## src/design/sfr_pkg.sv

```systemverilog
// Shared constants, types and helpers for the stream find-and-replace unit.
// No dependencies; compiled first.
package sfr_pkg;

	localparam int PATTERN_MAX = 8;
	localparam int REPLACE_MAX = 8;
	localparam int BYTE_W      = 8;
	localparam int LEN_W       = 4;
	localparam int SHIFT_W     = 4;
	localparam int WORD_W      = 64;
	localparam int CFG_IDX_W   = 2;
	localparam int NUM_SHIFTS  = PATTERN_MAX + 1;
	localparam int ROW_DEPTH   = (PATTERN_MAX > REPLACE_MAX) ? PATTERN_MAX : REPLACE_MAX;

	typedef logic [BYTE_W-1:0] txt_byte_t;
	typedef logic [LEN_W-1:0]  len_t;
	typedef logic [WORD_W-1:0] word_t;

	typedef enum logic [CFG_IDX_W-1:0] {
		REG_FIND_PATTERN   = 2'd0,
		REG_FIND_LENGTH    = 2'd1,
		REG_REPLACE_TEXT   = 2'd2,
		REG_REPLACE_LENGTH = 2'd3
	} cfg_reg_t;

	// one output slot of the drain row
	typedef struct packed {
		logic      occ;
		logic      bvalid;
		txt_byte_t data;
	} slot_t;

	typedef struct packed {
		logic load;
		logic pop;
	} row_ctrl_t;

	function automatic txt_byte_t byte_at(input word_t w, input logic [2:0] i);
		byte_at = w[i*BYTE_W +: BYTE_W];
	endfunction

endpackage

```

## src/design/sfr_ifs.sv

```systemverilog
// Valid/ready channel interfaces: text input, result output, register writes.
// Depends on sfr_pkg.
interface sfr_text_if;
	logic               valid;
	logic               ready;
	sfr_pkg::txt_byte_t text_byte;
	logic               end_of_text;

	modport source (output valid, text_byte, end_of_text, input ready);
	modport sink   (input valid, text_byte, end_of_text, output ready);
endinterface

interface sfr_result_if;
	logic               valid;
	logic               ready;
	sfr_pkg::txt_byte_t out_byte;
	logic               byte_valid;
	logic               last;

	modport source (output valid, out_byte, byte_valid, last, input ready);
	modport sink   (input valid, out_byte, byte_valid, last, output ready);
endinterface

interface sfr_cfg_if;
	logic              valid;
	logic              ready;
	sfr_pkg::cfg_reg_t index;
	sfr_pkg::word_t    data;

	modport source (output valid, index, data, input ready);
	modport sink   (input valid, index, data, output ready);
endinterface

```

## src/design/stream_find_and_replace_unit.sv

```systemverilog
// Top level of the stream find-and-replace unit: matcher row, drain row, result register.
// Depends on sfr_pkg, sfr_ifs, sfr_match_cell, sfr_out_cell.
//
//  channel  dir  payload                          transaction
//  text     in   text_byte[7:0], end_of_text      valid & ready
//  result   out  out_byte[7:0], byte_valid, last  valid & ready
//  cfg      in   index[1:0], data[63:0]           valid & ready (ready tied high)
//
// Flow: while the result port is not held, a byte that yields at most one result goes
//   in every cycle and the drain row hands one result per cycle to the result register;
//   a byte yielding m results (m up to 8) holds the text channel until the row is empty.
// Path: a byte's results go from the drain row through the result register to the port.
// Reset: arst_n clears the partial match, the row and the result register;
//   registers return to pattern 0, length 1, no replacement.
// Stalls: a held result stalls the row, and the text channel too while the row holds
//   bytes; a byte is taken while the result register still waits if the row is empty.
module stream_find_and_replace_unit (
	input  logic         clk,
	input  logic         arst_n,
	sfr_text_if.sink     text,
	sfr_result_if.source result,
	sfr_cfg_if.sink      cfg
);
	import sfr_pkg::*;

	// ---------------- configuration registers ----------------
	word_t pat_q;
	len_t  flen_q;
	word_t rtxt_q;
	len_t  rlen_q;

	assign cfg.ready = 1'b1;

	always_ff @(posedge clk or negedge arst_n) begin
		if (!arst_n) begin
			pat_q  <= '0;
			flen_q <= len_t'(1);
			rtxt_q <= '0;
			rlen_q <= '0;
		end else if (cfg.valid) begin
			case (cfg.index)
				REG_FIND_PATTERN:   pat_q  <= cfg.data;
				REG_FIND_LENGTH:    flen_q <= cfg.data[LEN_W-1:0];
				REG_REPLACE_TEXT:   rtxt_q <= cfg.data;
				REG_REPLACE_LENGTH: rlen_q <= cfg.data[LEN_W-1:0];
				default: ;
			endcase
		end
	end

	// effective lengths: pattern 1..PATTERN_MAX, replacement 0..REPLACE_MAX
	len_t plen;
	len_t rlen;
	always_comb begin
		if (flen_q == '0)
			plen = len_t'(1);
		else if (flen_q > len_t'(PATTERN_MAX))
			plen = len_t'(PATTERN_MAX);
		else
			plen = flen_q;
		rlen = (rlen_q > len_t'(REPLACE_MAX)) ? len_t'(REPLACE_MAX) : rlen_q;
	end

	// ---------------- partial match state ----------------
	len_t matched_q;
	len_t k;
	len_t n;

	// a stale count (pattern shortened mid-string) is read as plen - 1
	assign k = (matched_q >= plen) ? (plen - len_t'(1)) : matched_q;
	assign n = k + len_t'(1);

	// ---------------- matcher row ----------------
	// Cell s tests whether the held prefix plus the new byte, shifted by s,
	// still lines up with the pattern start. The first hit down the row wins.
	logic [NUM_SHIFTS:0]   found;
	logic [NUM_SHIFTS-1:0] sel;

	assign found[0] = 1'b0;

	for (genvar j = 0; j < NUM_SHIFTS; j++) begin : g_match
		sfr_match_cell u_cell (
			.shift     (SHIFT_W'(j)),
			.k         (k),
			.text_byte (text.text_byte),
			.pattern   (pat_q),
			.found_in  (found[j]),
			.found_out (found[j+1]),
			.sel       (sel[j])
		);
	end

	len_t s;
	always_comb begin
		s = '0;
		for (int j = 0; j < NUM_SHIFTS; j++)
			if (sel[j]) s = s | len_t'(j);
	end

	// full match only when nothing was shifted out and the prefix reached plen
	logic full_match;
	assign full_match = (s == '0) && (n == plen);

	// ---------------- burst build ----------------
	// A byte produces either the replacement, or the bytes shifted out
	// (all n held bytes at end of text). Held bytes below k are pattern bytes.
	len_t  burst_len;
	slot_t burst [ROW_DEPTH];
	len_t  matched_nxt;

	always_comb begin
		if (full_match)
			burst_len = rlen;
		else if (text.end_of_text)
			burst_len = n;
		else
			burst_len = s;

		for (int i = 0; i < ROW_DEPTH; i++) begin
			burst[i].occ    = (len_t'(i) < burst_len);
			burst[i].bvalid = 1'b1;
			if (full_match)
				burst[i].data = byte_at(rtxt_q, 3'(i));
			else if (len_t'(i) < k)
				burst[i].data = byte_at(pat_q, 3'(i));
			else
				burst[i].data = text.text_byte;
		end

		// end of text with nothing to send: empty terminator
		if ((burst_len == '0) && text.end_of_text) begin
			burst[0].occ    = 1'b1;
			burst[0].bvalid = 1'b0;
			burst[0].data   = '0;
		end

		matched_nxt = (full_match || text.end_of_text) ? len_t'(0) : (n - s);
	end

	// ---------------- drain row ----------------
	slot_t     row [ROW_DEPTH];
	slot_t     row_next [ROW_DEPTH];
	row_ctrl_t row_ctrl;
	logic      end_q;
	logic      res_valid_q;
	logic      pop;
	logic      accept;

	assign pop        = row[0].occ && (!res_valid_q || result.ready);
	// room when empty, or when the last slot leaves this cycle
	assign text.ready = !row[0].occ || (pop && !row[1].occ);
	assign accept     = text.valid && text.ready;

	assign row_ctrl = '{load: accept, pop: pop};

	for (genvar i = 0; i < ROW_DEPTH; i++) begin : g_row
		if (i == ROW_DEPTH - 1) begin : g_top
			assign row_next[i] = '0;
		end else begin : g_mid
			assign row_next[i] = row[i+1];
		end

		sfr_out_cell u_slot (
			.clk       (clk),
			.arst_n    (arst_n),
			.ctrl      (row_ctrl),
			.load_slot (burst[i]),
			.next_slot (row_next[i]),
			.slot      (row[i])
		);
	end

	always_ff @(posedge clk or negedge arst_n) begin
		if (!arst_n) begin
			matched_q <= '0;
			end_q     <= 1'b0;
		end else if (accept) begin
			matched_q <= matched_nxt;
			end_q     <= text.end_of_text;
		end
	end

	// ---------------- result register ----------------
	txt_byte_t res_byte_q;
	logic      res_bvalid_q;
	logic      res_last_q;

	always_ff @(posedge clk or negedge arst_n) begin
		if (!arst_n) begin
			res_valid_q <= 1'b0;
		end else if (pop) begin
			res_valid_q <= 1'b1;
		end else if (result.ready) begin
			res_valid_q <= 1'b0;
		end
	end

	// last goes on the final slot of an end-of-text burst
	always_ff @(posedge clk) begin
		if (pop) begin
			res_byte_q   <= row[0].data;
			res_bvalid_q <= row[0].bvalid;
			res_last_q   <= end_q && !row[1].occ;
		end
	end

	assign result.valid      = res_valid_q;
	assign result.out_byte   = res_byte_q;
	assign result.byte_valid = res_bvalid_q;
	assign result.last       = res_last_q;

endmodule

```

## src/design/sfr_match_cell.sv

```systemverilog
// One shift candidate of the matcher row; passes the "found" flag down the row.
// Depends on sfr_pkg.
module sfr_match_cell (
	input  logic [sfr_pkg::SHIFT_W-1:0] shift,
	input  sfr_pkg::len_t               k,
	input  sfr_pkg::txt_byte_t          text_byte,
	input  sfr_pkg::word_t              pattern,
	input  logic                        found_in,
	output logic                        found_out,
	output logic                        sel
);
	import sfr_pkg::*;

	logic             border;
	logic             here_ok;
	logic [LEN_W:0]   pos;
	logic [LEN_W-1:0] off;

	// kept bytes from this shift on must equal the pattern start
	always_comb begin
		border = 1'b1;
		pos    = '0;
		for (int i = 0; i < PATTERN_MAX; i++) begin
			pos = {1'b0, shift} + (LEN_W+1)'(i);
			if (pos < {1'b0, k}) begin
				if (byte_at(pattern, pos[2:0]) != byte_at(pattern, 3'(i)))
					border = 1'b0;
			end
		end
	end

	assign off = k - shift;

	always_comb begin
		here_ok = (shift <= k) && border && (text_byte == byte_at(pattern, off[2:0]));
		// shift past the new byte always fits: everything goes out
		if ({1'b0, shift} == ({1'b0, k} + (LEN_W+1)'(1)))
			here_ok = 1'b1;
	end

	assign found_out = found_in | here_ok;
	assign sel       = here_ok & ~found_in;

endmodule

```

## src/design/sfr_out_cell.sv

```systemverilog
// One slot of the drain row; loads a burst byte or takes its upper neighbor.
// Depends on sfr_pkg.
module sfr_out_cell (
	input  logic               clk,
	input  logic               arst_n,
	input  sfr_pkg::row_ctrl_t ctrl,
	input  sfr_pkg::slot_t     load_slot,
	input  sfr_pkg::slot_t     next_slot,
	output sfr_pkg::slot_t     slot
);
	import sfr_pkg::*;

	logic      occ_q;
	logic      bvalid_q;
	txt_byte_t data_q;

	always_ff @(posedge clk or negedge arst_n) begin
		if (!arst_n) begin
			occ_q <= 1'b0;
		end else if (ctrl.load) begin
			occ_q <= load_slot.occ;
		end else if (ctrl.pop) begin
			occ_q <= next_slot.occ;
		end
	end

	always_ff @(posedge clk) begin
		if (ctrl.load) begin
			bvalid_q <= load_slot.bvalid;
			data_q   <= load_slot.data;
		end else if (ctrl.pop) begin
			bvalid_q <= next_slot.bvalid;
			data_q   <= next_slot.data;
		end
	end

	assign slot = '{occ: occ_q, bvalid: bvalid_q, data: data_q};

endmodule
```

## src/flat_wrapper.sv

```systemverilog
// flat-port wrapper written by rule: the top's interface ports become plain ports
module stream_find_and_replace_unit_flat import sfr_pkg::*;
  (clk, arst_n, text_valid, text_text_byte, text_end_of_text, text_ready, result_valid, result_out_byte, result_byte_valid, result_last, result_ready, cfg_valid, cfg_index, cfg_data, cfg_ready);
  sfr_text_if text_i ();
  sfr_result_if result_i ();
  sfr_cfg_if cfg_i ();
  input  logic clk;
  input  logic arst_n;
  input wire logic [$bits(text_i.valid)-1:0] text_valid;
  input wire logic [$bits(text_i.text_byte)-1:0] text_text_byte;
  input wire logic [$bits(text_i.end_of_text)-1:0] text_end_of_text;
  output wire logic [$bits(text_i.ready)-1:0] text_ready;
  output wire logic [$bits(result_i.valid)-1:0] result_valid;
  output wire logic [$bits(result_i.out_byte)-1:0] result_out_byte;
  output wire logic [$bits(result_i.byte_valid)-1:0] result_byte_valid;
  output wire logic [$bits(result_i.last)-1:0] result_last;
  input wire logic [$bits(result_i.ready)-1:0] result_ready;
  input wire logic [$bits(cfg_i.valid)-1:0] cfg_valid;
  input wire logic [$bits(cfg_i.index)-1:0] cfg_index;
  input wire logic [$bits(cfg_i.data)-1:0] cfg_data;
  output wire logic [$bits(cfg_i.ready)-1:0] cfg_ready;
  assign text_i.valid = text_valid;
  assign text_i.text_byte = text_text_byte;
  assign text_i.end_of_text = text_end_of_text;
  assign text_ready = text_i.ready;
  assign result_valid = result_i.valid;
  assign result_out_byte = result_i.out_byte;
  assign result_byte_valid = result_i.byte_valid;
  assign result_last = result_i.last;
  assign result_i.ready = result_ready;
  assign cfg_i.valid = cfg_valid;
  assign cfg_i.index = cfg_index;
  assign cfg_i.data = cfg_data;
  assign cfg_ready = cfg_i.ready;
  stream_find_and_replace_unit u_core (.clk(clk), .arst_n(arst_n), .text(text_i), .result(result_i), .cfg(cfg_i));
endmodule
```

## config.mk

```make
export PLATFORM = sky130hd
export DESIGN_NAME = stream_find_and_replace_unit_flat
export DESIGN_NICKNAME = d
export VERILOG_FILES = /design/src/design/sfr_pkg.sv /design/src/design/sfr_ifs.sv /design/src/design/stream_find_and_replace_unit.sv /design/src/design/sfr_match_cell.sv /design/src/design/sfr_out_cell.sv /design/src/flat_wrapper.sv
export SDC_FILE = /design/constraint.sdc
export NUM_CORES = 1
export LEC_CHECK = 0
export ABC_AREA = 1
export ABC_CLOCK_PERIOD_IN_PS = 5120
export BUFFER_PORTS_ARGS = -buffer_cell sky130_fd_sc_hd__buf_2
export CAP_MARGIN = 20
export CORE_MARGIN = 2
export CORE_UTILIZATION = 35
export DETAILED_ROUTE_END_ITERATION = 16
export GPL_ROUTABILITY_DRIVEN = 0
export GPL_TIMING_DRIVEN = 1
export PLACE_DENSITY_LB_ADDON = 0.15
export REMOVE_ABC_BUFFERS = 1
export SYNTH_ARGS = -nofsm -noshare
export SYNTH_HDL_FRONTEND = slang
export SYNTH_SLANG_ARGS = --single-unit
```

## constraint.sdc

```tcl
create_clock -name clk -period 5.12 [get_ports clk]
set_input_delay 0.256 -clock clk [delete_from_list [all_inputs] [get_ports clk]]
set_output_delay 0.256 -clock clk [all_outputs]
set_load 0.01 [all_outputs]
```

Word level (Yosys, flattened, before mapping)
Cells that the tools add are included.

operators by class
  add/sub/neg operators = 12
  order comparisons = 42
  equal/unequal tests = 77
  shift operators = 9
  muxes and demuxes = 189
  bitwise logic cells = 23
  reductions and logical operators = 39

operators by type and width
  kind                                                           count
  indexed part select 64 x 7 -> 8 bit                            9
  != test 8 bit                                                  56
  two-way mux 8 bit                                              32
  two-way mux 1 bit                                              142
  equality test 8 bit                                            9
  less-than comparator 3 x 4 -> 1 bit, first input constant      12
  two-way mux 4 bit                                              8
  less-than comparator 4 bit, first input constant               7
  less-than comparator 2 x 4 -> 1 bit, first input constant      6
  logical AND 1 bit                                              22
  equality test 3 x 5 -> 1 bit, first input constant             4
  less-than comparator 1 x 4 -> 1 bit, first input constant      5
  less-or-equal comparator 3 x 4 -> 1 bit, first input constant  4
  logical NOT 4 bit                                              3
  two-way mux 3 bit                                              4
  subtractor 3 bit, second input constant                        4
  equality test 2 x 5 -> 1 bit, first input constant             2
  two-way mux 10 bit                                             1
  bitwise AND 1 bit                                              8
  > comparator 4 bit, second input constant                      2
  less-or-equal comparator 1 x 4 -> 1 bit, first input constant  2
  less-or-equal comparator 2 x 4 -> 1 bit, first input constant  2
  inverter 1 bit                                                 8
  AND reduction 2 bit                                            4
  other kinds (20)                                               35

storage, ports and cells
  flip-flop bits (word level) = 232
  input bits = 80

Logic depth before layout (Yosys ltp)
Gate-level depths: netlist of the first run.

  depth after elaboration = 41
  mapped depth = 41
  mapped depth without buffers = 39

Modules after synthesis
From an unflattened synthesis of the first run, not the netlist that was laid out.

unflattened totals
  cell total of the unflattened synthesis = 10594
  area, all modules = 56690.6 um2

modules (own cells, without submodules)
  module                                          times used  cells each  area an instance (um2)  sequential area each (um2)
  sfr_match_cell at u_core.g_match[2].u_cell ...  6           1021        5017.3                  0.0
  sfr_match_cell at u_core.g_match[0].u_cell ...  2           1024        5037.3                  0.0
  stream_find_and_replace_unit                    1           1023        7816.2                  3854.9
  sfr_match_cell at u_core.g_match[5].u_cell      1           1021        5022.3                  0.0
  sfr_out_cell                                    8           47          459.2                   295.3

Worst setup path after synthesis of the first run
OpenSTA, ideal clock, no wires.

  path kind = reg2reg
  start = register u_core.flen_q[1]
  end = register u_core.g_row[0].u_slot.data_q[2], data pin
  setup time = 0.254 ns
  arrival = 4.601 ns
  data required time = 4.866 ns
  path slack = 0.266 ns
  stages on the path, launching flop included = 34
  path buffers = 3
  period minus slack after synthesis = 4.854 ns
  cells stage by stage = dfrtp_1 nor2_1 nand2_1 a21oi_2 ha_1 nand2_1 inv_1 nand2_2 nand4_2 nand2_2 buf_2 ha_1 inv_1 clkbuf_1 buf_1 nand2_1 nand2_1 nand2_1 nand2_1 nand2_1 nand2_1 nand3_1 o21bai_1 nor2_1 nand3_1 nand2_1 nor2_4 nand3_4 nand2_1 nand2_1 nor2_2 nand3_2 nand3_1 nand2_1

on the way
  longest elaborated chain between the ends = 41
  elaborated cells on any way between the ends = 240
  classes of those cells = 11 x add/sub; 26 x order compare; 18 x eq/ne; 9 x shift; 131 x mux; 23 x bitwise; 22 x reduce/logical

ends and longest elaborated chain
  element                                                                  RTL line                             text
  from (decl)                                                              stream_find_and_replace_unit.sv:28   len_t flen_q;
  from (signal assigned)                                                   stream_find_and_replace_unit.sv:37   flen_q <= len_t'(1);
  from (signal assigned)                                                   stream_find_and_replace_unit.sv:43   REG_FIND_LENGTH: flen_q <= cfg.data[LEN_W-1:0];
  > comparator 4 bit                                                       stream_find_and_replace_unit.sv:57   else if (flen_q > len_t'(PATTERN_MAX))
  two-way mux 4 bit                                                        stream_find_and_replace_unit.sv:57
  two-way mux 4 bit (*)                                                    stream_find_and_replace_unit.sv:55   if (flen_q == '0)
  subtractor 4 x 1 -> 4 bit / >= comparator 4 bit (equally long branches)  stream_find_and_replace_unit.sv:70   assign k = (matched_q >= plen) ? (plen - len_t'(1)) : matched_q;
  two-way mux 4 bit                                                        stream_find_and_replace_unit.sv:70
  less-than comparator 1 x 4 -> 1 bit                                      sfr_match_cell.sv:25                 if (pos < {1'b0, k}) begin
  two-way mux 1 bit                                                        sfr_match_cell.sv:25
  two-way mux 1 bit                                                        sfr_match_cell.sv:26                 if (byte_at(pattern, pos[2:0]) != byte_at(pattern, 3'(i)))
  [... 25 more ...]                                                        -
  two-way mux 4 bit                                                        stream_find_and_replace_unit.sv:97   if (sel[j]) s = s | len_t'(j);
  logical NOT 4 bit                                                        stream_find_and_replace_unit.sv:102  assign full_match = (s == '0) && (n == plen);
  logical AND 1 bit                                                        stream_find_and_replace_unit.sv:102
  two-way mux 4 bit                                                        stream_find_and_replace_unit.sv:112  if (full_match)
  logical NOT 4 bit                                                        stream_find_and_replace_unit.sv:131  if ((burst_len == '0) && text.end_of_text) begin
  logical AND 1 bit                                                        stream_find_and_replace_unit.sv:131
  two-way mux 10 bit (*)                                                   stream_find_and_replace_unit.sv:131
  two-way mux 8 bit (*)                                                    sfr_out_cell.sv:28                   if (ctrl.load) begin
  to (signal assigned)                                                     sfr_out_cell.sv:30                   data_q <= load_slot.data;
  to (signal assigned)                                                     sfr_out_cell.sv:33                   data_q <= next_slot.data;
  to (decl)                                                                sfr_out_cell.sv:15                   txt_byte_t data_q;

Every way passes the cells marked *; elsewhere a longest branch is shown, timed or not.
A chain may end at the register's enable or synchronous reset.

Worst setup path in the final report of the first run
  start = register u_core.flen_q[0]
  end = register u_core.g_row[5].u_slot.data_q[1], data pin

on the way
  longest elaborated chain between the ends = 38
  elaborated cells on any way between the ends = 235
  classes of those cells = 11 x add/sub; 26 x order compare; 18 x eq/ne; 9 x shift; 128 x mux; 23 x bitwise; 20 x reduce/logical

ends and longest elaborated chain
  element                                                                  RTL line                                                  text
  > comparator 4 bit                                                       stream_find_and_replace_unit.sv:57
  two-way mux 4 bit                                                        stream_find_and_replace_unit.sv:57
  two-way mux 4 bit (*)                                                    stream_find_and_replace_unit.sv:55
  subtractor 4 x 1 -> 4 bit / >= comparator 4 bit (equally long branches)  stream_find_and_replace_unit.sv:70
  two-way mux 4 bit                                                        stream_find_and_replace_unit.sv:70
  less-than comparator 1 x 4 -> 1 bit                                      sfr_match_cell.sv:25
  two-way mux 1 bit                                                        sfr_match_cell.sv:25
  two-way mux 1 bit                                                        sfr_match_cell.sv:26
  [... 20 more ...]                                                        -
  two-way mux 2 bit (tied with other cells)                                stream_find_and_replace_unit.sv:97
  two-way mux 3 bit (tied with other cells) (3 in a row)                   stream_find_and_replace_unit.sv:97
  two-way mux 3 bit / bitwise AND 1 bit (equally long branches)            stream_find_and_replace_unit.sv:97, sfr_match_cell.sv:42
  two-way mux 4 bit                                                        stream_find_and_replace_unit.sv:97
  logical NOT 4 bit                                                        stream_find_and_replace_unit.sv:102
  logical AND 1 bit                                                        stream_find_and_replace_unit.sv:102
  two-way mux 8 bit (*)                                                    stream_find_and_replace_unit.sv:122                       if (full_match)
  two-way mux 8 bit (*)                                                    sfr_out_cell.sv:28
  to (signal assigned)                                                     sfr_out_cell.sv:30
  to (signal assigned)                                                     sfr_out_cell.sv:33
  to (decl)                                                                sfr_out_cell.sv:15

Marks and branches as above.

==> results of run 1 <==
-- cells in the mapped netlist (4+ instances only) --
cell type,count
o21bai_1,5
edfxtp_1,75
clkinv_1,6
nand4_1,48
inv_2,9
buf_2,26
dfrtp_1,149
a21oi_1,65
nor2_2,4
o21ai_0,248
clkbuf_1,120
o211ai_1,8
xnor2_1,25
nor3_1,17
buf_4,21
nand2_1,1010
ha_1,18
a31oi_1,8
nand3_1,374
buf_1,22
inv_1,185
dfxtp_1,7
nand2_2,7
nor2_1,195
xor2_1,112
o22ai_1,4
o21ai_1,83
-- registers in the layout (all words and copies together) (netlist names) --
register and cells:
u_core.g_row.u_slot.data_q 64, u_core.pat_q 64, u_core.rtxt_q 64, u_core.g_row.u_slot.bvalid_q 8, u_core.g_row.u_slot.occ_q 8, u_core.result.out_byte 8, u_core.flen_q 4, u_core.matched_q 4
u_core.rlen_q 4, u_core.end_q 1, u_core.result.byte_valid 1, u_core.result.last 1, u_core.result.valid 1
-- final timing paths --
path | startpoint | endpoint | slack [ps] | cells past startpoint
setup / recovery | u_core.flen_q[0] | u_core.g_row[5].u_slot.data_q[1] | 260 | 31
hold / removal | cfg_data[59] | u_core.pat_q[59] | 20 | 3
setup reg to reg | u_core.flen_q[0] | u_core.g_row[5].u_slot.data_q[1] | 260 | 31
hold reg to reg | u_core.g_row[0].u_slot.data_q[3] | u_core.result.out_byte[3] | 430 | 0
max in group asynchronous | arst_n | u_core.flen_q[2] | 3770 | 3
min in group asynchronous | arst_n | u_core.pat_q[25] | 240 | 2
-- worst register-to-register path: cells and delay by family (launching register included) --
kind | cells | cell delay [ps]
AO/OA/AOI/OAI | 3 | 460
adder cells (fa/ha/maj) | 2 | 580
flip-flops | 1 | 550
AND/OR/NAND/NOR | 18 | 2040
buffers and inverters | 8 | 990
-- cell families after synthesis --
group	after synthesis	share of synthesized area [%]
compound gates	428	12.1
xor+xnor	137	6.53
fa+ha+maj	19	1.33
buf+inv	389	8.55
flops	232	33.4
other cells	1	0.0204
simple gates	1668	38.0
-- metrics by stage --
stage               setup TNS, ps  util, %  setup slack, ps  hold slack (ps)  cells
floorplan                 -109690        -            -1700            -39.6   2685
global placement                0     38.1              126              254   3545
detailed placement              0     38.1             20.5              253   3545
CTS                             0     41.2             59.6             3.59   3659
global route                 -205     42.1            -40.4             10.6   3672
finish                          0     42.1              257             15.2   3672
-- layer usage --
| metal | up-vias | track usage, % | wire [um] |
|---|---|---|---|
| met1 | 9548 | 38.1 | 33100 |
| met2 | 1054 | 42.8 | 33200 |
| met4 | 0 | 10.4 | 3630 |
| li1 | 9541 | - | - |
| met5 | - | 0 | 0 |
| met3 | 213 | 4.08 | 7160 |
-- timing repair --
item	CTS	global route
endpoints found under the hold margin	167	0
endpoints found under the setup margin	2	75
cloned	0	6
pin swaps	0	9
resized for setup	1	63
hold buffers	62	0
setup buffers	0	7
-- area by class of cell --
| cell class | instances | area share [%] |
|---|---|---|
| clock inverters | 12 | 0.639 |
| repair buffers | 255 | 9.75 |
| well taps | 680 | 3.92 |
| multi-input cells | 2253 | 50.2 |
| flip-flops and latches | 232 | 28.3 |
| inverters | 200 | 3.50 |
| clock buffers | 40 | 3.72 |
==> results.md, run 1 <==
- Avg Cell Area, Syn: 6.40 um2
- Initial antenna violation count: 0
- Routed WL per cell: 21.0 um
- Layout cells sized above 1: 10.3%
- Commonest non-fill, non-tap cells in the layout: nand2_1, nand3_1, o21ai_0, nor2_1, inv_1
- Final Skew: 17.0 ps
- Drt pass-1 iters: 7
- CTS tree: built
- Cell area after synthesis: 18400 um2
- Htree depth: 1
- Final Cycle Share: 95.0%
- Row count: 83
- Gr ovfl total: 0
- Clock Latency Late Sink: 570 ps
- Root Buffer: clkbuf_16
- Area contributors post-synth: nand2_1, dfrtp_1, edfxtp_1
- Register area: 6150 um2
- Clock buffer depth: 3
- Number of synthesis warnings: 0
- Mapped Cells: 2874
- Max_slew headroom: 30.6%
- Worst path buffer plus inverter count: 8
- Critical-path top delay cell: dfstp_2
- I/O pins: 93
- Number of port buffers: 91
- Initial Util: 35.6%
- Vias in the first global route: 18876
- Fill cells: 5446
- Final ANT Viol Nets: 0
- Critical Path Source Type: flop
- Critical path required time: 5430 ps
- Vias per inst: 5.54
- Yosys top cell by area: nand2_1
- Worst slew pin tran: 1040 ps
- Post-route DRC: 0
- Max Slew Vio Count: 0
- Final setup fails: 0
- Commonest non-fill, non-tap cell in the layout: nand2_1
- Final Hold Vio Count: 0
- Fmax: 0.206 GHz
- Vias: 20356
- # Max-Cap Violations: 0
- CP endpoint kind: flop
- Largest net degree at the start of global routing: 87
- Post-synth top area share: 20.6%
- CTS Sinks: 232
- FFs w/ async S/R, synth: 64.7%
- CP top delay family: simple AND/OR/NAND/NOR gates
- Routed WL: 77.1 mm
- First-pass GRT wire length: 114 mm
- Register area share after synthesis: 33.4%
- P&R area growth vs syn: 18.2%
- Final Cell Area: 21700 um2
- Area taken by multi-input logic gates: 10900 um2
- CP arrival: 5180 ps
- Detail Placement HPWL: 54.5 mm
- Library cells used by synthesis: 45
- Die height: 233 um
- CTS clk-pin slew, worst paths: 60 ps
- Slowest stage delay, CP: 550 ps
- First DRT Iteration DRCs: 2455
- Ys flop type: dfrtp_1
- Area of the die: 54400 um2
- Status: finished, final reports clean
- Max FO, Critical Path: 17
- Total global-route track usage: 27.4%
- Nets@finish: 3069
- Ant diodes: 0
- CTS Buf Count: 28
- Min cycle time layout: 4860 ps
- Core Box Area: 51600 um2
- DIE WIDTH: 233 um
- Worst hold path class: in -> reg
- Post-synth EDFFs: 75
- Placed inst area: 19700 um2
- Post-synthesis sequential element count: 232
- Critical path class: reg -> reg
Power of run 1 is not shown: default switching activity piles up to over one toggle a cycle in this logic, so the estimate is an artifact.
==> run 2, diff against run 1 <==
Settings changed: CORE_ASPECT_RATIO from default to 1.25, SKIP_CTS_REPAIR_TIMING from default to 1.
==> run 2 against run 1 <==
- the run now ends with hold timing left
- die area about the same
- fmax decreased by 0.48%
- register-to-register slack worse by 20 ps
- hold slack lost 58 ps
- design area fell by 1.5%
- global-route usage up 0.27 points
- count of clock-buffer cells in the layout decreased by 4
- sequential cell count unchanged
- setup slack worse by 23 ps
- clock skew decreased by 1.4 ps
- critical endpoint is now u_core.g_row[0].u_slot.data_q[6]
- largest cell class unchanged
- highest routed layer unchanged
==> results.md, run 2 (synthesis gave the netlist of run 1 again) <==
- Status: complete, but fails checks
- Failing checks: hold timing
- Worst hold path class: in -> reg
- Post-route DRC: 0 (unchanged)
- Row count: 93 (+12%)
- Nets@finish: 3049 (-0.65%)
- Clock buffer depth: 3 (unchanged)
- Detail Placement HPWL: 55.9 mm (+2.5%)
- Met3 Track Usage GR: 4.09% (+0.017 points)
- Core Box Area: 51700 um2 (about the same)
- Final Skew: 15.5 ps (-1.41 ps)
- Final hold slack: -42.4 ps (-57.6 ps)
- Final ANT Viol Nets: 0 (unchanged)
- Commonest non-fill, non-tap cells in the layout: nand2_1, nand3_1, o21ai_0, inv_1, nor2_1
- Initial Util: 35.6% (about the same)
- Fmax: 0.205 GHz (-0.48%)
- Min-Delay Startpoint: cfg_data[24]
- Vias: 20349 (-0.034%)
- Vias in the first global route: 18996 (+0.64%)
- Worst slew pin tran: 1020 ps (-23.1 ps)
- Htree depth: 1 (unchanged)
- RR Endpoint: u_core.g_row[0].u_slot.data_q[6]
- Clock Latency Late Sink: 580 ps (about the same)
- RSZ-0062 raised after global routing: true
- CP endpoint kind: flop
- Hold Path Stages: 3 (unchanged)
- First DRT Iteration DRCs: 2092 (-15%)
- Commonest non-fill, non-tap cell in the layout: nand2_1
- Max_slew headroom: 32.2% (+1.5 points)
- Final setup fails: 0 (unchanged)
- R2R cell count: 34 (+9.7%)
- Area of the die: 54400 um2 (about the same)
- CP arrival: 5220 ps (+40 ps)
- I/O pins: 93 (unchanged)
- Placed cells: 3520 (-0.71%)
- Gr ovfl total: 0 (unchanged)
- Final Hold Vio Count: 18 (+18)
- Drt pass-1 iters: 9 (+2)
- Critical path class: reg -> reg
- Busiest grt layer: met2
- Top Registers: u_core.g_row.u_slot.data_q x64, u_core.pat_q x64, u_core.rtxt_q x64
- Max FO, Critical Path: 14 (-3)
- CTS clk-pin slew, worst paths: 70 ps (about the same)
- Max Slew Vio Count: 0 (unchanged)
- Slowest stage delay, CP: 410 ps (-140 ps)
- Hold endpoint: u_core.pat_q[24]
- Root Buffer: clkbuf_16
- Critical path's most frequent cell: nand2_1
- Vias per inst: 5.60 (+0.96%)
- Routed WL per cell: 21.4 um (+2.0%)
- Routed WL: 77.8 mm (+1.0%)
- Total global-route track usage: 27.7% (+0.27 points)
- Largest net degree at the start of global routing: 87 (unchanged)
- Initial antenna violation count: 1 (+1)
- Critical-path top delay cell: dfrtp_1
- First-pass GRT wire length: 116 mm (+1.3%)
- Critical path required time: 5450 ps (+20 ps)
- P&R area growth vs syn: 16.4%
- Number of port buffers: 91 (unchanged)
- CTS Sinks: 232 (unchanged)
- # Max-Cap Violations: 0 (unchanged)
- Worst r2r src: u_core.flen_q[1]
- Min cycle time layout: 4890 ps (+23.5 ps)
- Die height: 260 um (+12%)
- Layout cells sized above 1: 10.6% (+0.28 points)
- R2r setup slk: 230 ps (-20 ps)
- Final Non-Filler Cells: 3636 (-0.98%)
- CTS tree: built
- Met1 Usage GRT: 35.0% (-3.1 points)
- M2 GR Usage: 44.6% (+1.8 points)
- CP Launch Point: u_core.flen_q[1]
- CTS Buf Count: 26 (-7.1%)
- Critical Path Source Type: flop
- Final Cycle Share: 95.4% (+0.46 points)
- DIE WIDTH: 209 um (-10%)
## run 2: cell types whose count changed in the layout (fill, tap and decap cells not counted), sizes merged
cell and change:
inv +1, diode +1, bufinv -3, buf -5, dlygate4sd3 -12, clkinv +2
clkbuf -5
## run 2: how the worst max path moves through the flow
stage                                        to  slack, ps  depth (start not counted)
2_1_floorplan  u_core.g_row[0].u_slot.data_q[0]      -1700                         28
3_3_place_gp   u_core.g_row[0].u_slot.data_q[2]        150                         31
3_5_place_dp   u_core.g_row[0].u_slot.data_q[6]         40                         34
4_1_cts        u_core.g_row[0].u_slot.data_q[0]         30                         34
5_1_grt        u_core.g_row[0].u_slot.data_q[2]       -180                         36
6_report       u_core.g_row[0].u_slot.data_q[6]        230                         34
## run 2: layer usage
layer | wire length (um) | up-vias
li1 | - | 9494
met1 | 31400 | 9455
met2 | 34300 | 1083
met3 | 6480 | 317
met4 | 5700 | 0
met5 | 0 | -
## run 2: cell type report
| type | instances | area [um2] |
|---|---|---|
| Clock inverter | 12 | 88.8 |
| Timing Repair Buffer | 237 | 1930 |
| Tap cell | 665 | 832 |
| Sequential cell | 232 | 6150 |
| Antenna cell | 1 | 2.50 |
| Multi-Input combinational cell | 2253 | 10900 |
| Inverter | 200 | 756 |
| Clock buffer | 36 | 708 |
| Fill cell | 5533 | 30300 |
## run 2: stage by stage
| step | setup slack [ps] | hold slack [ps] | instance area, um2 | TNS (ps) | util (%) |
|---|---|---|---|---|---|
| floorplan | -1700 | -39.6 | 17600 | -109690 | - |
| global placement | 149 | 233 | 19600 | 0 | 37.9 |
| detailed placement | 40.5 | 237 | 19600 | 0 | 37.9 |
| CTS | 33.7 | -377 | 20400 | 0 | 39.5 |
| global route | -185 | 5.30 | 21400 | -1990 | 41.4 |
| finish | 233 | -42.4 | 21400 | 0 | 41.4 |
## run 2: critical path: cells and delay by family (launching register included)
kind,cells,cell delay [ps]
buf+inv,4,470
fa+ha+maj,2,490
flops,1,410
simple gates,26,2920
compound gates,2,320
Power of run 2 is left out for the same reason.
